[config.mk]
export PLATFORM = sky130hd
export DESIGN_NAME = b85_front
export DESIGN_NICKNAME = d
export VERILOG_FILES = /design/src/design/assert_macros.svh /design/src/design/b85_pkg.sv /design/src/design/b85_front.sv
export SDC_FILE = /design/constraint.sdc
export NUM_CORES = 1
export LEC_CHECK = 0
export ABC_CLOCK_PERIOD_IN_PS = 1750
export BUFFER_PORTS_ARGS = -buffer_cell sky130_fd_sc_hd__buf_2
export CAP_MARGIN = 40
export CORE_MARGIN = 4
export CORE_UTILIZATION = 49
export DETAILED_ROUTE_END_ITERATION = 10
export PLACE_DENSITY = 0.78
export SETUP_SLACK_MARGIN = 0.5
export SYNTH_ARGS = -nofsm -noshare
export SYNTH_HDL_FRONTEND = slang
export SYNTH_SLANG_ARGS = --single-unit
export TNS_END_PERCENT = 5
[constraint.sdc]
create_clock -name clk -period 1.75 [get_ports clk]
set_input_delay 0 -clock clk [delete_from_list [all_inputs] [get_ports clk]]
set_output_delay 0 -clock clk [all_outputs]
set_load 0.005 [all_outputs]
[src/design/assert_macros.svh]
// Assertion macros shared by the base-85 encoder RTL.
// Each macro expects clk and rst_n in the scope where it is used.
`ifndef ASSERT_MACROS_SVH
`define ASSERT_MACROS_SVH

// Condition must hold on every clock edge out of reset.
`define B85_ASSERT(label, expr) \
  label: assert property (@(posedge clk) disable iff (!rst_n) (expr)) \
    else $error("%m: assertion failed");

// Consequent must hold in the same cycle as the antecedent.
`define B85_ASSERT_IMP(label, ante, cons) \
  label: assert property (@(posedge clk) disable iff (!rst_n) (ante) |-> (cons)) \
    else $error("%m: assertion failed");

// Consequent must hold in the cycle after the antecedent.
`define B85_ASSERT_NXT(label, ante, cons) \
  label: assert property (@(posedge clk) disable iff (!rst_n) (ante) |=> (cons)) \
    else $error("%m: assertion failed");

`endif

[src/design/b85_pkg.sv]
// Types, constants and the digit alphabet of the base-85 stream encoder.
// No dependencies; every design module imports this package.
`default_nettype none

package b85_pkg;

  localparam logic [7:0] CH_LT    = 8'h3C;
  localparam logic [7:0] CH_TILDE = 8'h7E;
  localparam logic [7:0] CH_GT    = 8'h3E;

  localparam int unsigned NUM_DIG = 5;
  localparam logic [2:0] NDIG_FULL = 3'd5;
  localparam logic [2:0] NDIG_NONE = 3'd0;

  // floor(x / 85) == (x * RECIP) >> RECIP_SHIFT for every 32-bit x
  localparam logic [31:0] RECIP       = 32'd3233857729;
  localparam int unsigned RECIP_SHIFT = 38;
  localparam int unsigned QUO_W       = 64 - RECIP_SHIFT;
  localparam logic [6:0]  BASE        = 7'd85;

  typedef struct packed {
    logic [7:0] data_byte;
    logic       is_last;
  } in_t;

  typedef struct packed {
    logic [7:0] out_char;
    logic       run_last;
  } out_t;

  // One request per input byte that produces text
  typedef struct packed {
    logic [31:0] word;
    logic [2:0]  ndig;
    logic        msg_open;
    logic        msg_close;
  } job_t;

  typedef logic [NUM_DIG-1:0][6:0] digits_t;

  // Digits ready for output, most significant at index 0
  typedef struct packed {
    digits_t    digits;
    logic [2:0] ndig;
    logic       msg_open;
    logic       msg_close;
  } pkt_t;

  function automatic logic [7:0] b85_char(input logic [6:0] d);
    logic [7:0] c;
    c = 8'h3F;
    if (d < 7'd10) begin
      c = 8'h30 + {1'b0, d};
    end else if (d < 7'd36) begin
      c = 8'h41 + {1'b0, d} - 8'd10;
    end else if (d < 7'd62) begin
      c = 8'h61 + {1'b0, d} - 8'd36;
    end else begin
      unique case (d)
        7'd62:   c = 8'h21;
        7'd63:   c = 8'h23;
        7'd64:   c = 8'h24;
        7'd65:   c = 8'h25;
        7'd66:   c = 8'h26;
        7'd67:   c = 8'h28;
        7'd68:   c = 8'h29;
        7'd69:   c = 8'h2A;
        7'd70:   c = 8'h2B;
        7'd71:   c = 8'h2D;
        7'd72:   c = 8'h3B;
        7'd73:   c = 8'h3C;
        7'd74:   c = 8'h3D;
        7'd75:   c = 8'h3E;
        7'd76:   c = 8'h3F;
        7'd77:   c = 8'h40;
        7'd78:   c = 8'h5E;
        7'd79:   c = 8'h5F;
        7'd80:   c = 8'h60;
        7'd81:   c = 8'h7B;
        7'd82:   c = 8'h7C;
        7'd83:   c = 8'h7D;
        7'd84:   c = 8'h7E;
        default: c = 8'h3F;
      endcase
    end
    return c;
  endfunction

endpackage

`default_nettype wire

[src/design/b85_front.sv]
// Front end: accepts message bytes, packs groups and issues conversion requests.
// Depends on b85_pkg.
`default_nettype none

module b85_front (
  input  wire logic          clk,
  input  wire logic          rst_n,
  input  wire logic          in_valid,
  output logic               in_ready,
  input  wire b85_pkg::in_t  in_data,
  output logic               push,
  output b85_pkg::job_t      push_job,
  input  wire logic          q_ready
);
  import b85_pkg::*;

  logic [23:0] group_r;
  logic [1:0]  count_r;
  logic        in_msg_r;
  logic        accept;
  logic        grp_full;
  logic [7:0]  b;

  assign in_ready = q_ready;
  assign accept   = in_valid && in_ready;
  assign b        = in_data.data_byte;
  assign grp_full = (count_r == 2'd3);

  always_comb begin
    push_job.msg_open  = !in_msg_r;
    push_job.msg_close = in_data.is_last;
    push_job.word      = 32'd0;
    push_job.ndig      = NDIG_NONE;
    if (grp_full) begin
      push_job.word = {group_r, b};
      push_job.ndig = NDIG_FULL;
    end else if (in_data.is_last) begin
      // pad the partial group with zero bytes on the right
      unique case (count_r)
        2'd0:    push_job.word = {b, 24'd0};
        2'd1:    push_job.word = {group_r[7:0], b, 16'd0};
        2'd2:    push_job.word = {group_r[15:0], b, 8'd0};
        default: push_job.word = {group_r, b};
      endcase
      push_job.ndig = {1'b0, count_r} + 3'd2;
    end
  end

  assign push = accept && (!in_msg_r || grp_full || in_data.is_last);

  always_ff @(posedge clk) begin
    if (!rst_n) begin
      group_r  <= '0;
      count_r  <= '0;
      in_msg_r <= 1'b0;
    end else if (accept) begin
      priority if (in_data.is_last) begin
        group_r  <= '0;
        count_r  <= '0;
        in_msg_r <= 1'b0;
      end else if (grp_full) begin
        group_r  <= '0;
        count_r  <= '0;
        in_msg_r <= 1'b1;
      end else begin
        group_r  <= {group_r[15:0], b};
        count_r  <= count_r + 2'd1;
        in_msg_r <= 1'b1;
      end
    end
  end

endmodule

`default_nettype wire

==> reports/metrics.csv <==
metric,value,unit
power_frac_comb,0.174,
critical_path_class,reg -> out,
grt_antenna_before_repair,0,
cp_top_family,flip-flops,
async_flop_share,0,
avgRoutedWirePerCell,18.03,um
fin_crit_sh,0.9887,
cts_tree,done,
synth_common_cells,"dfxtp_1, a32o_1, and2_1",
min_path_type,in -> reg,
dp_cells,220,
finalWirelength,4.364,mm
final_antenna_net_count,0,
dieHeight,63.72,um
finalCriticalPeriod,1730,ps
vias,1571,
fillers,201,
synthTopCellsByArea,"dfxtp_1, a32o_1, and2_1",
p_per_area,548.7,mW/mm^2
path_buf_inv,2,
globalRouteOverflowTotal,0,
fin_ws,19.84,ps
setup_violations,0,
dp_hpwl,2.787,mm
synthFlopType,dfxtp_1,
crit_path_cell_trace,ha_4 > buf_6 > and3b_2 > a221o_1 > buf_2,
area_growth,32.07,%
port_buffers,51,
p_leak,0.0008816,uW
place_congestion,0.7384,
synth_nets,169,
worstPathArrival,1730,ps
yosysMostFrequentCell,dfxtp_1,
clockPowerShare,0.250,
place_area,0.001742,mm^2
yosysSeqAreaShare,0.3553,
cp_max_fo,8,
max_stage_delay,430,ps
crit_path_top_delay_cell,dfxtp_4,
place_ws,164.3,ps
synth-seq-cells,27,
clock-sinks,27,
fin_skew,8.842,ps
grt_pass1_vias,1545,
grt_pass1_wl,7.176,mm
core_area,0.002853,mm^2
sequentialPowerShare,0.576,
synthCells,152,
grtUsageTotal,0.2161,
synth.distinct_cells,27,
antenna_cells,0,
ys_warn_count,0,
cp-start-kind,flop,
regArea,548.0,um^2
synth_edf_count,0,
drt_iter0_drc,133,
dr.pass1.iters,5,
cts_max_path_buffers,2,
finalPower,1103,uW
insertion_delay,320,ps
status,"finished, final reports clean",
cap_violations,0,
synth.avg_cell_area,10.01,um^2
fmax,578.0,MHz
peakVddDrop,0.0003807,V
yosysTopAreaCellShare,0.3553,
syn_area,0.001521,mm^2
finalHoldViolations,0,
stdcell_count,242,
drc,0,
slew_headroom,0.5501,
io_pins,52,
crit_path_end_kind,output port,
worst_pin_slew,674.9,ps
drive_gt1_frac,0.3839,
dieWidth,63.72,um
grt_max_degree,26,
numCtsBuffers,3,
hold_slack,25.54,ps
design_area,0.002009,mm^2
synth_top_area_cell,dfxtp_1,
layout.nets,229,
power_switching,300.9,uW
htree_levels,1,
multi_input_area,889.6,um^2
clockRootBuffer,clkbuf_4,
p_sw_frac,0.2729,
r2r_slack,260,ps
p_int,801.8,uW
cp_data_required_time,1750,ps
viasPerCell,6.492,
die-area,0.004060,mm^2
rsz0062_at_grt,yes,
clk_pin_slew,140,ps
num_rows,19,
drv_slew,0,
initial_core_util,0.5333,
[power groups by stage]
stage          combinational, uW  sequential (uW)  clock [uW]
3_5_place_dp                 152              650           0
4_1_cts                      186              635         287
3_3_place_gp                 148              649           0
5_1_grt                      209              638         312
6_report                     192              636         275
2_1_floorplan               91.9              647           0
[cells by family (layout without fill, tap and decap cells)]
family          after synthesis  count (layout)  share of synthesized area
fa+ha+maj                     4               4                    0.03290
simple gates                 32              33                     0.1316
buf+inv                      24              82                    0.09785
flops                        27              27                     0.3553
compound gates               65              65                     0.3824
[metal layers]
metal / track usage / share of wire
met5: 0 / 0
met4: 0.09973 / 0.012
met3: 0.03730 / 0.078
met2: 0.3677 / 0.50
met1: 0.2646 / 0.41
[state kept, by name, indices dropped and copies added (netlist names)]
signal and count:
in_msg_r 1, count_r 2, group_r 24
[placed cells by master, fill, tap and decap left out, types with 2 or more instances in the layout]
master         Yosys  layout
buf_2              8      51
dfxtp_1           27      25
a32o_1            24      24
and2_1            17      17
dlygate4sd3_1      0      12
a22o_1             9       9
a222oi_1           8       8
nand2_1            8       8
a221o_1            8       8
o21ai_1            0       6
buf_4              4       6
buf_6              3       4
ha_4               0       3
clkbuf_4           0       3
o21ai_0            8       2
and3b_2            0       2
a21o_1             2       2
inv_1              4       2
a21oi_1            2       2
dfxtp_4            0       2
[cell type report]
| type | instances | area share |
|---|---|---|
| tap | 31 | 0.01930 |
| clock buffer | 3 | 0.01121 |
| timing repair buffer | 74 | 0.2416 |
| multi-input combinational | 102 | 0.4427 |
| inverter | 4 | 0.008717 |
| clock inverter | 1 | 0.003736 |
| sequential | 27 | 0.2727 |
[per-stage QoR]
stage / setup TNS, ps / utilization
floorplan: 0 / -
global route: -663.6 / 0.7044
finish: 0 / 0.7044
detailed placement: 0 / 0.6105
global placement: 0 / 0.6105
CTS: 0 / 0.6961
[worst register-to-register path, stage by stage, from the launching register on]
cell and delay, ps:
dfxtp_4 410, ha_4 180, buf_4 210, nor3b_4 250, buf_6 200, a32o_1 200
[final timing paths]
path | startpoint | endpoint | cells after the start
worst min-delay path | q_ready | count_r[1] | 3
worst max-delay path | count_r[0] | push_job[28] | 5
worst max register to register | count_r[0] | group_r[18] | 5
worst min register to register | group_r[17] | group_r[17] | 1
[repair_timing]
item	CTS	global route
buffers inserted	4	1
hold buffers	12	0
pin swaps	24	11
hold endpoints to repair	10	0
gates resized for setup	19	5
setup endpoints to repair	61	61
gates cloned	0	1
Power figures use the tool's default switching activity.
