**src/design/assert_macros.svh**
```systemverilog
// Assertion macros shared by the base-85 encoder RTL.
// Each macro expects clk and rst_n in the scope where it is used.
`ifndef ASSERT_MACROS_SVH
`define ASSERT_MACROS_SVH

// Condition must hold on every clock edge out of reset.
`define B85_ASSERT(label, expr) \
  label: assert property (@(posedge clk) disable iff (!rst_n) (expr)) \
    else $error("%m: assertion failed");

// Consequent must hold in the same cycle as the antecedent.
`define B85_ASSERT_IMP(label, ante, cons) \
  label: assert property (@(posedge clk) disable iff (!rst_n) (ante) |-> (cons)) \
    else $error("%m: assertion failed");

// Consequent must hold in the cycle after the antecedent.
`define B85_ASSERT_NXT(label, ante, cons) \
  label: assert property (@(posedge clk) disable iff (!rst_n) (ante) |=> (cons)) \
    else $error("%m: assertion failed");

`endif

```
**src/design/b85_pkg.sv**
```systemverilog
// Types, constants and the digit alphabet of the base-85 stream encoder.
// No dependencies; every design module imports this package.
`default_nettype none

package b85_pkg;

  localparam logic [7:0] CH_LT    = 8'h3C;
  localparam logic [7:0] CH_TILDE = 8'h7E;
  localparam logic [7:0] CH_GT    = 8'h3E;

  localparam int unsigned NUM_DIG = 5;
  localparam logic [2:0] NDIG_FULL = 3'd5;
  localparam logic [2:0] NDIG_NONE = 3'd0;

  // floor(x / 85) == (x * RECIP) >> RECIP_SHIFT for every 32-bit x
  localparam logic [31:0] RECIP       = 32'd3233857729;
  localparam int unsigned RECIP_SHIFT = 38;
  localparam int unsigned QUO_W       = 64 - RECIP_SHIFT;
  localparam logic [6:0]  BASE        = 7'd85;

  typedef struct packed {
    logic [7:0] data_byte;
    logic       is_last;
  } in_t;

  typedef struct packed {
    logic [7:0] out_char;
    logic       run_last;
  } out_t;

  // One request per input byte that produces text
  typedef struct packed {
    logic [31:0] word;
    logic [2:0]  ndig;
    logic        msg_open;
    logic        msg_close;
  } job_t;

  typedef logic [NUM_DIG-1:0][6:0] digits_t;

  // Digits ready for output, most significant at index 0
  typedef struct packed {
    digits_t    digits;
    logic [2:0] ndig;
    logic       msg_open;
    logic       msg_close;
  } pkt_t;

  function automatic logic [7:0] b85_char(input logic [6:0] d);
    logic [7:0] c;
    c = 8'h3F;
    if (d < 7'd10) begin
      c = 8'h30 + {1'b0, d};
    end else if (d < 7'd36) begin
      c = 8'h41 + {1'b0, d} - 8'd10;
    end else if (d < 7'd62) begin
      c = 8'h61 + {1'b0, d} - 8'd36;
    end else begin
      unique case (d)
        7'd62:   c = 8'h21;
        7'd63:   c = 8'h23;
        7'd64:   c = 8'h24;
        7'd65:   c = 8'h25;
        7'd66:   c = 8'h26;
        7'd67:   c = 8'h28;
        7'd68:   c = 8'h29;
        7'd69:   c = 8'h2A;
        7'd70:   c = 8'h2B;
        7'd71:   c = 8'h2D;
        7'd72:   c = 8'h3B;
        7'd73:   c = 8'h3C;
        7'd74:   c = 8'h3D;
        7'd75:   c = 8'h3E;
        7'd76:   c = 8'h3F;
        7'd77:   c = 8'h40;
        7'd78:   c = 8'h5E;
        7'd79:   c = 8'h5F;
        7'd80:   c = 8'h60;
        7'd81:   c = 8'h7B;
        7'd82:   c = 8'h7C;
        7'd83:   c = 8'h7D;
        7'd84:   c = 8'h7E;
        default: c = 8'h3F;
      endcase
    end
    return c;
  endfunction

endpackage

`default_nettype wire

```
**src/design/b85_emit.sv**
```systemverilog
// Back end, second half: sends the wrapper and digit characters of each packet
// one per cycle through the output register while out_ready allows. Depends on b85_pkg.
`default_nettype none
`include "assert_macros.svh"

module b85_emit (
  input  wire logic           clk,
  input  wire logic           rst_n,
  input  wire logic           pkt_valid,
  input  wire b85_pkg::pkt_t  pkt,
  output logic                pkt_take,
  output logic                out_valid,
  input  wire logic           out_ready,
  output b85_pkg::out_t       out_data
);
  import b85_pkg::*;

  logic [3:0] c_r;
  logic       out_v_r;
  out_t       out_r;

  logic [3:0] open_n;
  logic [3:0] close_n;
  logic [3:0] seq_len;
  logic [3:0] d;
  logic [3:0] e;
  logic       last;
  logic       adv;
  logic [7:0] ch;

  assign open_n  = pkt.msg_open ? 4'd2 : 4'd0;
  assign close_n = pkt.msg_close ? 4'd2 : 4'd0;
  assign seq_len = open_n + {1'b0, pkt.ndig} + close_n;
  assign d       = c_r - open_n;
  assign e       = d - {1'b0, pkt.ndig};
  assign last    = (c_r == seq_len - 4'd1);
  assign adv     = pkt_valid && (!out_v_r || out_ready);
  assign pkt_take = adv && last;

  always_comb begin
    priority if (c_r < open_n) begin
      ch = c_r[0] ? CH_TILDE : CH_LT;
    end else if (d < {1'b0, pkt.ndig}) begin
      ch = b85_char(pkt.digits[d[2:0]]);
    end else begin
      ch = (e == 4'd0) ? CH_TILDE : CH_GT;
    end
  end

  assign out_valid = out_v_r;
  assign out_data  = out_r;

  always_ff @(posedge clk) begin
    if (!rst_n) begin
      c_r     <= '0;
      out_v_r <= 1'b0;
    end else begin
      priority if (adv) begin
        out_v_r <= 1'b1;
        c_r     <= last ? 4'd0 : c_r + 4'd1;
      end else if (out_ready) begin
        out_v_r <= 1'b0;
      end
    end
  end

  always_ff @(posedge clk) begin
    if (adv) begin
      out_r.out_char <= ch;
      out_r.run_last <= last;
    end
  end

  `B85_ASSERT_IMP(a_idx_in_range, pkt_valid, c_r < seq_len)
  `B85_ASSERT_IMP(a_mid_needs_pkt, c_r != 4'd0, pkt_valid)
  `B85_ASSERT_NXT(a_take_rewinds, pkt_take, (c_r == 4'd0) && out_v_r && out_r.run_last)

endmodule

`default_nettype wire

```
**config.mk**
```make
export PLATFORM = sky130hd
export DESIGN_NAME = b85_emit
export DESIGN_NICKNAME = d
export VERILOG_FILES = /design/src/design/b85_pkg.sv /design/src/design/b85_emit.sv
export VERILOG_INCLUDE_DIRS = /design/src /design/src/design
export SDC_FILE = /design/constraint.sdc
export NUM_CORES = 1
export LEC_CHECK = 0
export BUFFER_PORTS_ARGS = -buffer_cell sky130_fd_sc_hd__buf_2
export CAP_MARGIN = 30
export CORE_ASPECT_RATIO = 1.4
export CORE_MARGIN = 10
export CORE_UTILIZATION = 36
export DETAILED_ROUTE_END_ITERATION = 8
export GPL_TIMING_DRIVEN = 0
export PLACE_DENSITY = 0.64
export SETUP_SLACK_MARGIN = 0.05
export SLEW_MARGIN = 20
export SYNTH_ARGS = -nofsm -noshare
export SYNTH_HDL_FRONTEND = slang
export SYNTH_SLANG_ARGS = --single-unit
```
**constraint.sdc**
```tcl
create_clock -name clk -period 3.45 [get_ports clk]
set_input_delay 0.5175 -clock clk [delete_from_list [all_inputs] [get_ports clk]]
set_output_delay 0.5175 -clock clk [all_outputs]
set_load 0.005 [all_outputs]
```
==> results of run 1 <==
final cells by class:
class,instances,area share (%)
clock inverter,1,0.120
buffer,14,4.40
clock buffer,3,1.32
multi-input combinational,222,59.2
tap,70,2.80
inverter,22,2.92
timing repair buffer,85,17.3
sequential,14,12.0
cells by family (layout without fill, tap and decap cells):
| kind of cell | count (synthesis) | in the layout | synth area share, % |
|---|---|---|---|
| AO/OA/AOI/OAI | 72 | 72 | 23.8 |
| XOR/XNOR | 17 | 17 | 6.96 |
| adder cells (fa/ha/maj) | 22 | 22 | 13.2 |
| buffers and inverters | 37 | 125 | 9.30 |
| flip-flops | 14 | 14 | 17.3 |
| multiplexers | 12 | 12 | 5.79 |
| other | 1 | 1 | 0.175 |
| AND/OR/NAND/NOR | 98 | 98 | 23.4 |
worst paths after layout:
kind	from	endpoint	slack, ps
setup / recovery	pkt[1]	out_data[2]	110
hold / removal	out_valid	out_valid	510
setup reg to reg	c_r[1]	out_data[2]	110
hold reg to reg	out_valid	out_valid	510
cell usage after synthesis, types with 3 or more instances:
cell and count:
a21oi_1 16, a31oi_1 3, and3_1 3, buf_2 4, buf_6 3, clkbuf_1 5, dfxtp_1 5, edfxtp_1 9
ha_1 21, inv_1 21, mux2_2 3, mux2i_1 9, nand2_1 20, nand2b_1 6, nand3_1 10, nand3b_1 6
nand4_1 5, nor2_1 20, nor2b_1 4, nor3_1 13, o21ai_0 9, o21ai_2 3, o22ai_1 12, or3_1 3
xnor2_1 13, xor2_1 4
metal layers:
metal | routed length (um) | share of wire, % | track usage, %
met3 | 403 | 5.8 | 2.35
met4 | 251 | 3.6 | 5.07
met1 | 2660 | 38 | 13.1
met5 | 0 | 0 | 0
met2 | 3630 | 52 | 25.1
stage by stage:
step	std cells	utilization, %
after detailed placement	397	43.8
after global routing	431	53.7
after global placement	397	43.8
final	431	53.7
after CTS	418	48.8
after floorplan	273	-
worst min-delay path, stage by stage (launching register included):
cell,delay (ps)
dfxtp_1,300
nand2b_1,80
a21boi_0,70
flip-flops by register name (all words and copies together) (netlist names):
register,flops
out_data,9
c_r,4
out_valid,1
where the power goes:
group          internal, uW  total, uW  switching (uW)
combinational           437        967             529
clock                  78.5        130            51.5
sequential              199        205            5.74
total                   715       1300             587
what timing repair did:
action                                  CTS  global route
pin swaps                                11            15
endpoints found under the setup margin    7             6
buffers inserted                         17            13
gates cloned                              0             1
gates resized for setup                  24            35
==> results.sh, run 1 <==
export IMPL_floorplan_io_pins=55
export IMPL_timing_setup_critical_path_class="input port to register"
export IMPL_crit_cells=17
export IMPL_final_min_clock_period_ps=3340
export IMPL_layout_cell_area_excl_fill_mm2=0.00313
export IMPL_postCtsHoldBufs=0
export IMPL_floorplan_initialDensity_pct=36.7
export IMPL_async_reset_ff_share_pct=0
export IMPL_totalWireLength_um=6950
export IMPL_place_area_mm2=0.00255
export IMPL_unrepaired_setup_endpoints_after_global_routing="yes"
export IMPL_io_buffer_count=54
export IMPL_totalPowerFinal_uw=1300
export IMPL_cts_made_buffers=3
export IMPL_synth_nets=339
export IMPL_post_synthesis_register_bit_count=14
export IMPL_post_synth_edffs=9
export IMPL_timing_fmax_mhz=299
export IMPL_critical_path_arrival_ps=3320
export IMPL_cts_root_buffer_cell="clkbuf_8"
export IMPL_setup_viol=0
export IMPL_detailedRoute_firstIterationViolations=108
export IMPL_tritoncts_clock_tree="built"
export IMPL_worst_skew_pair_late_latency_ps=240
export IMPL_preCtsSetupSlack_ps=-591
export IMPL_critical_path_top_delay_family="compound AO/OA/AOI/OAI gates"
export IMPL_mappedNetlistArea_mm2=0.00214
export IMPL_global_route_overflow_total=0
export IMPL_worst_endpoint_required_ps=3430
export IMPL_worst_path_max_fanout=8
export IMPL_floorplan_die_area_mm2=0.00947
export IMPL_post_dp_hpwl_um=5010
export IMPL_drtAntennaViolNets=0
export IMPL_drt_drc_violations_left=0
export IMPL_outcome="completed"
export IMPL_synth_largest_area_cell="edfxtp_1"
export IMPL_synth_top_area_share_pct=12.6
export IMPL_routed_via_count=2424
export IMPL_tightest_slew_ps=492
export IMPL_nNetsFinal=428
export IMPL_final_layout_size_suffix_gt1_share_pct=41.8
export IMPL_worst_slew_margin_rel_pct=67.0
export IMPL_seq_area_um2=374
export IMPL_cp_buffers_inverters=6
export IMPL_cts_max_path_buffers=2
export IMPL_clock_tree_htree_level_count=1
export IMPL_dieWidth_um=85.1
export IMPL_cell_depth_of_the_worst_min_delay_path=2
export IMPL_worstRegToRegCells=17
export IMPL_worst_hold_slack_ps=506
export IMPL_area_of_combinational_cells_with_multiple_inputs_mm2=0.00185
export IMPL_power_density_mw_per_mm2=416
export IMPL_fp_coreArea_mm2=0.00582
export IMPL_mostFrequentLayoutCell="buf_2"
export IMPL_area_delta_synth_final_pct=46.2
export IMPL_grt_pass1_wl_um=10800
export IMPL_setup_worst_path_start_class="input port"
export IMPL_layout_common_cells="57 x buf_2, 29 x buf_4, 19 x nand2_1"
export IMPL_unique_cell_type_count_in_the_yosys_netlist=65
export IMPL_drv_slew=0
export IMPL_timing_final_ws_setup_ps=105
export IMPL_critical_path_slowest_cell="o32ai_4"
export IMPL_timing_hold_worst_class="register to register"
export IMPL_cpPeakStageDelay_ps=320
export IMPL_clock_skew_final_ps=1.54
export IMPL_nFillCells=525
export IMPL_route_detailed_vias_per_inst=5.62
export IMPL_clkTransAtPathRegs_ps=50
export IMPL_grt_pass1_vias=2376
export IMPL_grt_antenna_before_repair=0
export IMPL_ys_seq_area_share_pct=17.3
export IMPL_pin_count_of_the_biggest_net_entering_global_routing=14
export IMPL_globalRouteTotalUtil_pct=13.0
export IMPL_post_drt_wl_per_cell_um=16.1
export IMPL_dr_pass1_iters=4
export IMPL_power_leakage_uw=0.00133
export IMPL_synth_top_cells_by_area="edfxtp_1 13%, ha_1 12%, xnor2_1 5.3%"
export IMPL_fp_row_count=33
export IMPL_finalCritPeriodShare_pct=97.0
export IMPL_critPathMostFrequentCell="ha_4"
export IMPL_report_final_hold_viol_count=0
export IMPL_synth_warnings=0
export IMPL_synth_avg_cell_area_um2=7.83
export IMPL_critical_path_cell_chain="buf_2 -> ha_4 -> ha_4 -> buf_8 -> clkinvlp_4 -> buf_6 -> a41o_4 -> inv_4 -> ha_4 -> buf_8 -> nor3_4 -> nor3_2 -> nor2_2 -> o32ai_4 -> o311ai_4 -> nor4b_2 -> o22ai_1"
export IMPL_routabilityCongestion=0.912
export IMPL_clock_sinks=14
export IMPL_antenna_diode_count=0
export IMPL_most_common_flop_cell_mapped_by_yosys="edfxtp_1"
export IMPL_timing_max_cap_violations=0
export IMPL_end_kind="register"
export IMPL_dieHeight_um=111
export IMPL_setup_total_negative_slack_ps=0
export IMPL_syn_inst=273
export IMPL_ir_drop_v=0.000172
Note: power is estimated with default switching activity, not from simulation.
==> inputs of run 2 (changes only) <==
==> constraint.sdc (replaced) <==
create_clock -name clk -period 3.45 [get_ports clk]
set_input_delay 0.345 -clock clk [delete_from_list [all_inputs] [get_ports clk]]
set_output_delay 0.345 -clock clk [all_outputs]
set_load 0.005 [all_outputs]
==> run 2 against run 1 <==
Effect of this change:
- final cell count down 2.8%
- non-clock buffer count down 12
- wire length down 0.66%
- clock skew up 1.7 ps
- die area unchanged
- sequential cell count unchanged
- global-route usage up 0.60 points
- count of clock-buffer cells in the layout unchanged
- combinational power down 3.9%
- register-to-register slack better by 40 ps
- sequential share of layout area up 0.49 points
==> results.sh, run 2 (synthesis gave the netlist of run 1 again) <==
export IMPL_outcome="completed"
export IMPL_placed_cells=397
export IMPL_tightest_slew_ps=550
export IMPL_setup_reg_to_reg_worst_slack_ps=140
export IMPL_worstRegToRegCells=17
export IMPL_totalWireLength_um=6900
export IMPL_dr_pass1_iters=4
export IMPL_io_buffer_count=54
export IMPL_reg2reg_from="c_r[1]"
export IMPL_timing_hold_worst_endpoint="c_r[1]"
export IMPL_critical_path_arrival_ps=3290
export IMPL_nNetsFinal=416
export IMPL_hp_start="rst_n"
export IMPL_totalPowerFinal_uw=1270
export IMPL_floorplan_die_area_mm2=0.00947
export IMPL_global_route_overflow_total=0
export IMPL_timing_hold_worst_class="input port to register"
export IMPL_mostFrequentLayoutCell="buf_2"
export IMPL_antenna_diode_count=0
export IMPL_floorplan_initialDensity_pct=36.7
export IMPL_fp_row_count=33
export IMPL_post_dp_hpwl_um=5070
export IMPL_clock_sinks=14
export IMPL_setup_viol=0
export IMPL_grt_antenna_before_repair=0
export IMPL_setup_worst_path_start_class="register"
export IMPL_finalCritPeriodShare_pct=95.9
export IMPL_drt_drc_violations_left=0
export IMPL_cts_made_buffers=3
export IMPL_dieWidth_um=85.1
export IMPL_detailedRoute_firstIterationViolations=106
export IMPL_end_kind="register"
export IMPL_post_drt_wl_per_cell_um=16.5
export IMPL_unrepaired_setup_endpoints_after_global_routing="yes"
export IMPL_ir_drop_v=0.000161
export IMPL_cell_depth_of_the_worst_min_delay_path=2
export IMPL_timing_max_cap_violations=0
export IMPL_timing_setup_critical_path_class="register to register"
export IMPL_floorplan_io_pins=55
export IMPL_clock_skew_final_ps=3.26
export IMPL_area_delta_synth_final_pct=40.4
export IMPL_clock_tree_htree_level_count=1
export IMPL_power_density_mw_per_mm2=422
export IMPL_routed_via_count=2360
export IMPL_postCtsHoldBufs=0
export IMPL_layout_common_cells="57 x buf_2, 20 x nand2_1, 19 x buf_4"
export IMPL_timing_rr_end="out_data[2]"
export IMPL_grt_pass1_vias=2405
export IMPL_fp_coreArea_mm2=0.00582
export IMPL_power_leakage_uw=0.00126
export IMPL_report_final_hold_viol_count=0
export IMPL_worst_skew_pair_late_latency_ps=240
export IMPL_timing_fmax_mhz=302
export IMPL_grt_pass1_wl_um=11200
export IMPL_globalRouteTotalUtil_pct=13.6
export IMPL_final_layout_size_suffix_gt1_share_pct=39.3
export IMPL_cts_root_buffer_cell="clkbuf_8"
export IMPL_worst_endpoint_required_ps=3440
export IMPL_tritoncts_clock_tree="built"
export IMPL_final_min_clock_period_ps=3310
export IMPL_final_cells=419
export IMPL_clkTransAtPathRegs_ps=60
export IMPL_drv_slew=0
export IMPL_cts_max_path_buffers=2
export IMPL_dieHeight_um=111
export IMPL_pin_count_of_the_biggest_net_entering_global_routing=14
export IMPL_route_detailed_vias_per_inst=5.63
export IMPL_routabilityCongestion=0.899
export IMPL_worst_hold_slack_ps=356
export IMPL_worst_path_max_fanout=10
export IMPL_worst_slew_margin_rel_pct=63.3
export IMPL_largest_reg_flops=9
export IMPL_drtAntennaViolNets=0
run 2: metal layers:
layer	vias up	track usage, %	part of all wire, %
met5	-	0	0
met4	0	5.73	3.1
met3	19	1.91	5.9
met2	101	24.7	52
met1	1085	15.0	39
li1	1155	-	-
run 2: cell type report:
cell class / count / area (um^2)
flip-flops and latches: 14 / 374
plain buffers: 14 / 141
multi-input cells: 222 / 1850
clock inverters: 1 / 3.75
fillers: 538 / 2820
repair buffers: 73 / 413
well taps: 70 / 87.6
clock buffers: 3 / 41.3
inverters: 22 / 87.6
run 2: critical path, stage by stage (launching register included):
cell      delay (ps)
dfxtp_4          360
inv_1             60
ha_4             270
buf_6            100
buf_12           120
mux2i_1          200
o22ai_1          110
a41o_2           280
inv_2             80
ha_2             180
buf_8            150
nor2_4            60
nand2_1          120
a21oi_2           80
a211oi_2         340
o311ai_4         150
nor4b_2          260
o22ai_1          110
run 2: what timing repair did:
item / 4_1_cts / 5_1_grt
pin swaps: 11 / 9
endpoints found under the hold margin: 0 / 0
setup endpoints to repair: 7 / 6
resized for setup: 37 / 26
setup buffers: 13 / 6
run 2: worst max-delay path by stage:
stage                      start     endpoint  slack (ps)  cells past startpoint
after floorplan           c_r[1]  out_data[3]           7                     15
after global placement    c_r[1]  out_data[2]        -680                     14
after detailed placement  c_r[1]  out_data[3]        -620                     16
after CTS                 c_r[1]  out_data[2]          50                     17
after global routing      c_r[1]  out_data[2]          -6                     17
final                     c_r[1]  out_data[2]         140                     17
run 2: power breakdown:
part	leakage (uW)	internal [uW]	switching, uW
logic	0.00112	405	524
registers	0.000121	199	5.70
clock network	0.0000231	78.6	53.8
run 2: stage by stage:
stage	instance area, um^2	util, %	worst slack [ps]	TNS, ps
final	3000	51.6	142	0
after global routing	3000	51.6	-6.32	-6.32
after CTS	2820	48.5	52.2	0
after detailed placement	2520	43.3	-622	-2580
after global placement	2520	43.3	-679	-2620
after floorplan	2160	-	6.68	0
