$ cat config.mk
export PLATFORM = sky130hd
export DESIGN_NAME = b85_queue
export DESIGN_NICKNAME = d
export VERILOG_FILES = /design/src/design/assert_macros.svh /design/src/design/b85_pkg.sv /design/src/design/b85_queue.sv
export SDC_FILE = /design/constraint.sdc
export NUM_CORES = 1
export LEC_CHECK = 0
export BUFFER_PORTS_ARGS = -buffer_cell sky130_fd_sc_hd__buf_2
export CELL_PAD_IN_SITES_DETAIL_PLACEMENT = 0
export CELL_PAD_IN_SITES_GLOBAL_PLACEMENT = 2
export CORE_MARGIN = 2
export CORE_UTILIZATION = 45
export DETAILED_ROUTE_END_ITERATION = 8
export GPL_ROUTABILITY_DRIVEN = 0
export HOLD_SLACK_MARGIN = 0.03
export PLACE_DENSITY_LB_ADDON = 0.1
export SKIP_CTS_REPAIR_TIMING = 1
export SLEW_MARGIN = 5
export SYNTH_ARGS = -nofsm -noshare
export SYNTH_HDL_FRONTEND = slang
export SYNTH_SLANG_ARGS = --single-unit
$ cat constraint.sdc
create_clock -name clk -period 7.6 [get_ports clk]
set_clock_uncertainty 0.2 [all_clocks]
set_input_delay 1.14 -clock clk [delete_from_list [all_inputs] [get_ports clk]]
set_output_delay 1.14 -clock clk [all_outputs]
set_load 0.005 [all_outputs]
$ cat src/design/assert_macros.svh
// Assertion macros shared by the base-85 encoder RTL.
// Each macro expects clk and rst_n in the scope where it is used.
`ifndef ASSERT_MACROS_SVH
`define ASSERT_MACROS_SVH

// Condition must hold on every clock edge out of reset.
`define B85_ASSERT(label, expr) \
  label: assert property (@(posedge clk) disable iff (!rst_n) (expr)) \
    else $error("%m: assertion failed");

// Consequent must hold in the same cycle as the antecedent.
`define B85_ASSERT_IMP(label, ante, cons) \
  label: assert property (@(posedge clk) disable iff (!rst_n) (ante) |-> (cons)) \
    else $error("%m: assertion failed");

// Consequent must hold in the cycle after the antecedent.
`define B85_ASSERT_NXT(label, ante, cons) \
  label: assert property (@(posedge clk) disable iff (!rst_n) (ante) |=> (cons)) \
    else $error("%m: assertion failed");

`endif

$ cat src/design/b85_pkg.sv
// Types, constants and the digit alphabet of the base-85 stream encoder.
// No dependencies; every design module imports this package.
`default_nettype none

package b85_pkg;

  localparam logic [7:0] CH_LT    = 8'h3C;
  localparam logic [7:0] CH_TILDE = 8'h7E;
  localparam logic [7:0] CH_GT    = 8'h3E;

  localparam int unsigned NUM_DIG = 5;
  localparam logic [2:0] NDIG_FULL = 3'd5;
  localparam logic [2:0] NDIG_NONE = 3'd0;

  // floor(x / 85) == (x * RECIP) >> RECIP_SHIFT for every 32-bit x
  localparam logic [31:0] RECIP       = 32'd3233857729;
  localparam int unsigned RECIP_SHIFT = 38;
  localparam int unsigned QUO_W       = 64 - RECIP_SHIFT;
  localparam logic [6:0]  BASE        = 7'd85;

  typedef struct packed {
    logic [7:0] data_byte;
    logic       is_last;
  } in_t;

  typedef struct packed {
    logic [7:0] out_char;
    logic       run_last;
  } out_t;

  // One request per input byte that produces text
  typedef struct packed {
    logic [31:0] word;
    logic [2:0]  ndig;
    logic        msg_open;
    logic        msg_close;
  } job_t;

  typedef logic [NUM_DIG-1:0][6:0] digits_t;

  // Digits ready for output, most significant at index 0
  typedef struct packed {
    digits_t    digits;
    logic [2:0] ndig;
    logic       msg_open;
    logic       msg_close;
  } pkt_t;

  function automatic logic [7:0] b85_char(input logic [6:0] d);
    logic [7:0] c;
    c = 8'h3F;
    if (d < 7'd10) begin
      c = 8'h30 + {1'b0, d};
    end else if (d < 7'd36) begin
      c = 8'h41 + {1'b0, d} - 8'd10;
    end else if (d < 7'd62) begin
      c = 8'h61 + {1'b0, d} - 8'd36;
    end else begin
      unique case (d)
        7'd62:   c = 8'h21;
        7'd63:   c = 8'h23;
        7'd64:   c = 8'h24;
        7'd65:   c = 8'h25;
        7'd66:   c = 8'h26;
        7'd67:   c = 8'h28;
        7'd68:   c = 8'h29;
        7'd69:   c = 8'h2A;
        7'd70:   c = 8'h2B;
        7'd71:   c = 8'h2D;
        7'd72:   c = 8'h3B;
        7'd73:   c = 8'h3C;
        7'd74:   c = 8'h3D;
        7'd75:   c = 8'h3E;
        7'd76:   c = 8'h3F;
        7'd77:   c = 8'h40;
        7'd78:   c = 8'h5E;
        7'd79:   c = 8'h5F;
        7'd80:   c = 8'h60;
        7'd81:   c = 8'h7B;
        7'd82:   c = 8'h7C;
        7'd83:   c = 8'h7D;
        7'd84:   c = 8'h7E;
        default: c = 8'h3F;
      endcase
    end
    return c;
  endfunction

endpackage

`default_nettype wire

$ cat src/design/b85_queue.sv
// Short first-word-fall-through queue of conversion requests.
// Depends on b85_pkg.
`default_nettype none

module b85_queue #(
  parameter int unsigned DEPTH = 4
) (
  input  wire logic           clk,
  input  wire logic           rst_n,
  input  wire logic           push,
  input  wire b85_pkg::job_t  push_job,
  output logic                q_ready,
  output logic                q_valid,
  output b85_pkg::job_t       q_job,
  input  wire logic           pop
);
  import b85_pkg::*;

  localparam int unsigned PW = $clog2(DEPTH);
  localparam int unsigned CW = $clog2(DEPTH + 1);

  job_t          mem [DEPTH];
  logic [PW-1:0] wr_ptr_r;
  logic [PW-1:0] rd_ptr_r;
  logic [CW-1:0] count_r;
  logic          do_push;
  logic          do_pop;

  assign q_ready = (count_r != CW'(DEPTH));
  assign q_valid = (count_r != '0);
  assign q_job   = mem[rd_ptr_r];
  assign do_push = push && q_ready;
  assign do_pop  = pop && q_valid;

  always_ff @(posedge clk) begin
    if (do_push) begin
      mem[wr_ptr_r] <= push_job;
    end
  end

  always_ff @(posedge clk) begin
    if (!rst_n) begin
      wr_ptr_r <= '0;
      rd_ptr_r <= '0;
      count_r  <= '0;
    end else begin
      if (do_push) begin
        wr_ptr_r <= (wr_ptr_r == PW'(DEPTH - 1)) ? '0 : wr_ptr_r + PW'(1);
      end
      if (do_pop) begin
        rd_ptr_r <= (rd_ptr_r == PW'(DEPTH - 1)) ? '0 : rd_ptr_r + PW'(1);
      end
      unique case ({do_push, do_pop})
        2'b10:   count_r <= count_r + CW'(1);
        2'b01:   count_r <= count_r - CW'(1);
        default: count_r <= count_r;
      endcase
    end
  end

endmodule

`default_nettype wire

==> results.sh, run 1 <==
export IMPL_num_io_pins=80
export IMPL_start_util_pct=46.21
export IMPL_grt_pass1_wl_um=15430
export IMPL_drv_slew=0
export IMPL_post_drt_wl_per_cell_um=18.85
export IMPL_slew_headroom_pct=31.72
export IMPL_p_int_mw=1.816
export IMPL_fillers=1012
export IMPL_finalSetupTns_ns=0
export IMPL_drv_cap=0
export IMPL_ff2ff_path_depth=9
export IMPL_portBuffers=79
export IMPL_clk_latency_ns=0.42
export IMPL_total_power_mw=2.378
export IMPL_syn_area_um2=5832
export IMPL_vdd_drop_max_mv=0.1967
export IMPL_clk_pin_slew_worst_paths_ns=0.06
export IMPL_drc=0
export IMPL_multiInputGateArea_um2=1117
export IMPL_grt_max_degree=38
export IMPL_final_seq_area_um2=4627
export IMPL_p_switching_mw=0.5624
export IMPL_ant_nets=0
export IMPL_final_net_count=386
export IMPL_synth_distinct_cells=26
export IMPL_cts_sinks=157
export IMPL_r2r_slack_ns=4.92
export IMPL_routed_via_count=2651
export IMPL_clk_path_buf_depth=2
export IMPL_rows=41
export IMPL_antenna_found_initial=2
export IMPL_path_max_fanout=21
export IMPL_pwr_share_clk_pct=36.1
export IMPL_setup_viol=0
export IMPL_root_buffer="clkbuf_16"
export IMPL_cts_buffers=17
export IMPL_synth_seq_cells=157
export IMPL_overflow=0
export IMPL_core_area_um2=12620
export IMPL_post_route_util_pct=55.41
export IMPL_crit_path_end="q_job[25]"
export IMPL_end_kind="output pin"
export IMPL_syn_to_final_growth_pct=19.91
export IMPL_path_class="register to output pin"
export IMPL_yosys_warnings=0
export IMPL_critPathMaxStageDelay_ns=0.72
export IMPL_power_frac_comb_pct=17.5
export IMPL_powerDensity_nw_per_um2=340.1
export IMPL_synth_area_per_cell_um2=23.42
export IMPL_swShare_pct=23.65
export IMPL_die_w_um=117.8
export IMPL_seqPwrFrac_pct=46.4
export IMPL_first_pass_iters=4
export IMPL_min_period_over_period_pct=49.26
export IMPL_synth_fp_nets=297
export IMPL_crit_path_top_delay_cell="dfxtp_2"
export IMPL_crit_arrival_ns=2.40
export IMPL_min_path_type="register to register"
export IMPL_die_height_um=117.8
export IMPL_p_leak_nw=2.396
export IMPL_outcome="finished clean"
export IMPL_cts_tree="done"
export IMPL_hold_viol=0
export IMPL_dp_hpwl_um=5666
export IMPL_drive_gt1_share_pct=44.44
export IMPL_gr_usage_all_layers_pct=15.49
export IMPL_path_cells="buf_4 > mux4_2 > buf_2"
export IMPL_synth_seq_area_share_pct=79.30
export IMPL_vias_per_cell=5.059
export IMPL_h_tree_depth=4
export IMPL_die_area_um2=13890
export IMPL_cp_required_ns=6.26
export IMPL_synthCells=249
export IMPL_rr_startpoint="count_r[2]$_SDFFE_PN0P_"
export IMPL_r2r_end="count_r[2]$_SDFFE_PN0P_"
export IMPL_rsz0062_at_grt="no"
export IMPL_grt_pass1_vias=2771
export IMPL_drt_total_wl_um=9878
export IMPL_drt_iter0_drc=192
export IMPL_tightest_slew_ns=1.024
export IMPL_startpoint_type="register"
export IMPL_fin_crit_ns=3.744
export IMPL_fmax_ghz=0.2671
## state kept, by name, indices dropped and copies added (netlist names), named ones only
| register | count |
|---|---|
| mem | 148 |
| wr_ptr_r | 2 |
| count_r | 3 |
| rd_ptr_r | 2 |
## metrics by stage
step | worst slack (ns) | std cells | instance area (um^2) | hold WS (ns)
2_1_floorplan | 4.769 | 249 | 5832 | 0.2677
5_1_grt | 3.639 | 524 | 6993 | 0.3192
6_report | 3.856 | 524 | 6993 | 0.2987
3_5_place_dp | 4.201 | 491 | 6389 | 0.2921
3_3_place_gp | 4.203 | 491 | 6389 | 0.2901
4_1_cts | 3.744 | 523 | 6990 | 0.3018
## layout by cell type, fill, tap and decap left out, types with 2 or more instances in the layout
| cell type | count |
|---|---|
| or3_2 | 2 |
| and2_1 | 2 |
| mux4_2 | 37 |
| ha_1 | 6 |
| buf_2 | 79 |
| clkinv_2 | 8 |
| and3_2 | 4 |
| nand2_1 | 6 |
| clkinv_1 | 2 |
| nand3_1 | 2 |
| dfxtp_2 | 2 |
| inv_1 | 7 |
| bufinv_16 | 4 |
| edfxtp_1 | 148 |
| clkbuf_16 | 17 |
| nor2_1 | 2 |
| o21ai_0 | 4 |
| dfxtp_1 | 7 |
## synth_stat cells
cell	n	area, um^2
mux2i_1	1	10.01
xnor2_1	1	8.760
and2_1	2	12.51
buf_6	1	11.26
a21boi_1	1	7.510
inv_1	7	26.28
fa_1	1	20.02
o21ai_1	1	5.000
or3_2	2	15.01
and3_2	4	30.03
dfxtp_1	9	180.2
buf_4	4	30.03
edfxtp_1	148	4444
mux4_2	37	833.3
o21ai_0	4	20.02
nand3_1	2	10.01
o31ai_1	1	7.510
nand2_1	6	22.52
or3b_1	1	8.760
ha_1	6	75.07
and2_4	1	8.760
xor2_1	1	8.760
nor2_1	2	7.510
nand4_1	1	6.260
clkbuf_1	2	7.510
buf_2	3	15.01
## cell families (layout without fill, tap and decap cells)
| kind of cell | count (synthesis) | after routing | synth area share [%] |
|---|---|---|---|
| adders and majority gates | 7 | 7 | 1.631 |
| muxes | 38 | 38 | 14.46 |
| and+or+nand+nor | 21 | 21 | 2.081 |
| buffers and inverters | 17 | 119 | 1.545 |
| AOI/OAI and AO/OA | 7 | 7 | 0.6866 |
| other | 0 | 1 | 0 |
| xor gates and xnor gates | 2 | 2 | 0.3004 |
| DFF | 157 | 157 | 79.30 |
## how the worst min path moves through the flow
stage                     cells past startpoint                     start  slack (ns)                       end
after floorplan                               2  wr_ptr_r[1]$_SDFFE_PN0P_        0.27  wr_ptr_r[1]$_SDFFE_PN0P_
after global placement                        2  wr_ptr_r[1]$_SDFFE_PN0P_        0.29  wr_ptr_r[1]$_SDFFE_PN0P_
after detailed placement                      2  wr_ptr_r[1]$_SDFFE_PN0P_        0.29  wr_ptr_r[1]$_SDFFE_PN0P_
after CTS                                     2  wr_ptr_r[1]$_SDFFE_PN0P_        0.30  wr_ptr_r[1]$_SDFFE_PN0P_
after global routing                          2  wr_ptr_r[1]$_SDFFE_PN0P_        0.32  wr_ptr_r[1]$_SDFFE_PN0P_
final                                         2  wr_ptr_r[1]$_SDFFE_PN0P_        0.30  wr_ptr_r[1]$_SDFFE_PN0P_
## final cells by class
type / count / share of cell area (%)
Sequential cell: 157 / 66.17
Multi-Input combinational cell: 75 / 15.98
Clock buffer: 17 / 6.083
Timing Repair Buffer: 80 / 5.761
Tap cell: 172 / 3.077
Clock inverter: 15 / 2.523
Inverter: 7 / 0.3757
Antenna cell: 1 / 0.03578
## power by group through the flow
stage | Clock, mW | Combinational, mW | Sequential (mW)
floorplan | 0 | 0.306 | 1.08
global placement | 0 | 0.426 | 1.12
detailed placement | 0 | 0.429 | 1.13
CTS | 0.879 | 0.429 | 1.11
global route | 0.921 | 0.458 | 1.12
finish | 0.858 | 0.416 | 1.10
## worst max-delay path, delay by kind of cell, from the launching register on
family,cells,cell delay [ns]
mux,1,0.58
buf+inv,2,0.65
flops,1,0.72
## routing by layer
| layer | track usage (%) | share of wire [%] |
|---|---|---|
| met5 | 0 | 0.071 |
| met4 | 6.627 | 1.8 |
| met3 | 6.250 | 5.2 |
| met2 | 24.67 | 50 |
| met1 | 18.82 | 43 |
No activity file was read; power rests on OpenSTA's default activity.
==> inputs of run 2 (changes only) <==
--- a/config.mk
+++ b/config.mk
@@ -9,7 +9,7 @@
 export CELL_PAD_IN_SITES_DETAIL_PLACEMENT = 0
 export CELL_PAD_IN_SITES_GLOBAL_PLACEMENT = 2
 export CORE_MARGIN = 2
-export CORE_UTILIZATION = 45
+export CORE_UTILIZATION = 40
 export DETAILED_ROUTE_END_ITERATION = 8
 export GPL_ROUTABILITY_DRIVEN = 0
 export HOLD_SLACK_MARGIN = 0.03
==> constraint.sdc (replaced) <==
create_clock -name clk -period 3.1 [get_ports clk]
set_clock_uncertainty 0.2 [all_clocks]
set_input_delay 0.465 -clock clk [delete_from_list [all_inputs] [get_ports clk]]
set_output_delay 0.465 -clock clk [all_outputs]
set_load 0.005 [all_outputs]
==> run 2 against run 1 <==
Clock power increased to 2.5 times the previous value; utilization shrank 5.8 points; first-iteration DRC count shrank 23%; critical path depth unchanged; setup slack lost 3.4 ns; sequential power increased by 150%; via count is 2.1% higher; global-route usage fell by 1.1 points; die area grew 12%; cell area is 1.9% higher; worst hold slack worse by 0.23 ns; critical path type unchanged; largest power group unchanged.
==> results.sh, run 2 (synthesis results as in run 1) <==
export IMPL_clk_path_buf_depth=2
export IMPL_vdd_drop_max_mv=0.4004
export IMPL_antenna_found_initial=1
export IMPL_end_kind="output pin"
export IMPL_drc=0
export IMPL_post_drt_wl_per_cell_um=19.14
export IMPL_power_frac_comb_pct=18.0
export IMPL_reg_top3="mem x148, count_r x3"
export IMPL_rr_startpoint="count_r[2]$_SDFFE_PN0P_"
export IMPL_critPathMaxStageDelay_ns=0.62
export IMPL_drv_cap=0
export IMPL_cp_required_ns=2.43
export IMPL_cts_buffers=17
export IMPL_min_period_over_period_pct=85.97
export IMPL_rsz0062_at_grt="no"
export IMPL_start_util_pct=40.59
export IMPL_met3_usage_pct=4.811
export IMPL_cts_sinks=157
export IMPL_core_area_um2=14370
export IMPL_drt_iter0_drc=148
export IMPL_grt_pass1_vias=2909
export IMPL_place_area_um2=6499
export IMPL_cp_top_family="flip-flops"
export IMPL_final_cell_mix="edfxtp_1, buf_2, mux4_2"
export IMPL_path_max_fanout=20
export IMPL_p_leak_nw=2.445
export IMPL_p_switching_mw=1.391
export IMPL_setup_viol=0
export IMPL_num_io_pins=80
export IMPL_largest_register="mem"
export IMPL_ff2ff_path_depth=9
export IMPL_fillers=1178
export IMPL_hold_viol=0
export IMPL_cp_num_buf_inv=2
export IMPL_fmax_ghz=0.3752
export IMPL_grt_use_met2_pct=23.27
export IMPL_grt_max_degree=30
export IMPL_overflow=0
export IMPL_crit_path_top_delay_cell="dfxtp_4"
export IMPL_dp_hpwl_um=6549
export IMPL_clk_pin_slew_worst_paths_ns=0.06
export IMPL_r2r_end="count_r[2]$_SDFFE_PN0P_"
export IMPL_die_height_um=124.7
export IMPL_cts_tree="done"
export IMPL_die_w_um=124.7
export IMPL_crit_path_end="q_job[28]"
export IMPL_die_area_um2=15560
export IMPL_finalSetupTns_ns=0
export IMPL_routed_via_count=2707
export IMPL_gr_usage_all_layers_pct=14.42
export IMPL_grt_pass1_wl_um=16360
export IMPL_use_met1_pct=17.90
export IMPL_final_area_um2=7127
export IMPL_clk_latency_ns=0.41
export IMPL_crit_arrival_ns=2.00
export IMPL_syn_to_final_growth_pct=22.21
export IMPL_path_cells="buf_12 > mux4_2 > buf_2"
export IMPL_root_buffer="clkbuf_16"
export IMPL_p_int_mw=4.570
export IMPL_drv_slew=0
export IMPL_vias_per_cell=4.976
export IMPL_ant_nets=0
export IMPL_r2r_slack_ns=0.43
export IMPL_min_path_type="primary input to register"
export IMPL_drt_total_wl_um=10410
export IMPL_fin_hold_ws_ns=0.06515
export IMPL_fin_crit_ns=2.665
export IMPL_pwr_share_clk_pct=36.6
export IMPL_cp_num_cells=3
export IMPL_swShare_pct=23.34
export IMPL_largest_register_ffs=148
export IMPL_slew_headroom_pct=57.48
export IMPL_seqPwrFrac_pct=45.4
export IMPL_tightest_slew_ns=0.6323
export IMPL_gr_max_usage_layer="met2"
export IMPL_diodes=0
export IMPL_rows=44
export IMPL_outcome="finished clean"
export IMPL_drive_gt1_share_pct=45.00
export IMPL_first_pass_iters=4
export IMPL_h_tree_depth=4
export IMPL_portBuffers=79
export IMPL_final_net_count=395
export IMPL_startpoint_type="register"
export IMPL_powerDensity_nw_per_um2=836.4
export IMPL_layout_commonest_cell="edfxtp_1"
export IMPL_path_class="register to output pin"
-- run 2: cell type report --
type                            instances  area [um^2]  area share (%)
Sequential cell                       157         4629           64.96
Tap cell                              184        230.2           3.230
Timing Repair Buffer                   89        495.5           6.952
Clock inverter                         14        198.9           2.791
Inverter                                7        26.28          0.3687
Multi-Input combinational cell         75         1117           15.68
Clock buffer                           18        429.2           6.022
-- run 2: metal layers --
metal,up-vias,wire length [um]
li1,1234,-
met5,-,0
met1,1397,4586
met2,65,5175
met3,11,516
met4,0,134
-- run 2: worst min-delay path by stage --
stage                             startpoint                  endpoint  depth (start not counted)
global placement     count_r[2]$_SDFFE_PN0P_   count_r[2]$_SDFFE_PN0P_                          2
detailed placement   count_r[2]$_SDFFE_PN0P_   count_r[2]$_SDFFE_PN0P_                          2
global route                     push_job[8]       mem[3][8]$_DFFE_PP_                          1
finish                          push_job[12]      mem[2][12]$_DFFE_PP_                          1
floorplan           wr_ptr_r[1]$_SDFFE_PN0P_  wr_ptr_r[1]$_SDFFE_PN0P_                          2
CTS                              push_job[8]       mem[3][8]$_DFFE_PP_                          1
-- run 2: power groups by stage --
stage,logic (mW),registers (mW),clock network [mW]
6_report,1.07,2.71,2.18
5_1_grt,1.18,2.74,2.32
4_1_cts,1.11,2.72,2.23
3_5_place_dp,1.11,2.76,0
3_3_place_gp,1.10,2.75,0
2_1_floorplan,0.750,2.65,0
-- run 2: metrics by stage --
stage | utilization (%) | instances | setup slack [ns] | total power, mW
detailed placement | 45.23 | 512 | 0.4630 | 3.868
global placement | 45.23 | 512 | 0.4919 | 3.856
CTS | 49.60 | 544 | 0.3498 | 6.060
finish | 49.60 | 544 | 0.4350 | 5.961
global route | 49.60 | 544 | 0.2933 | 6.241
floorplan | - | 249 | 0.5554 | 3.396
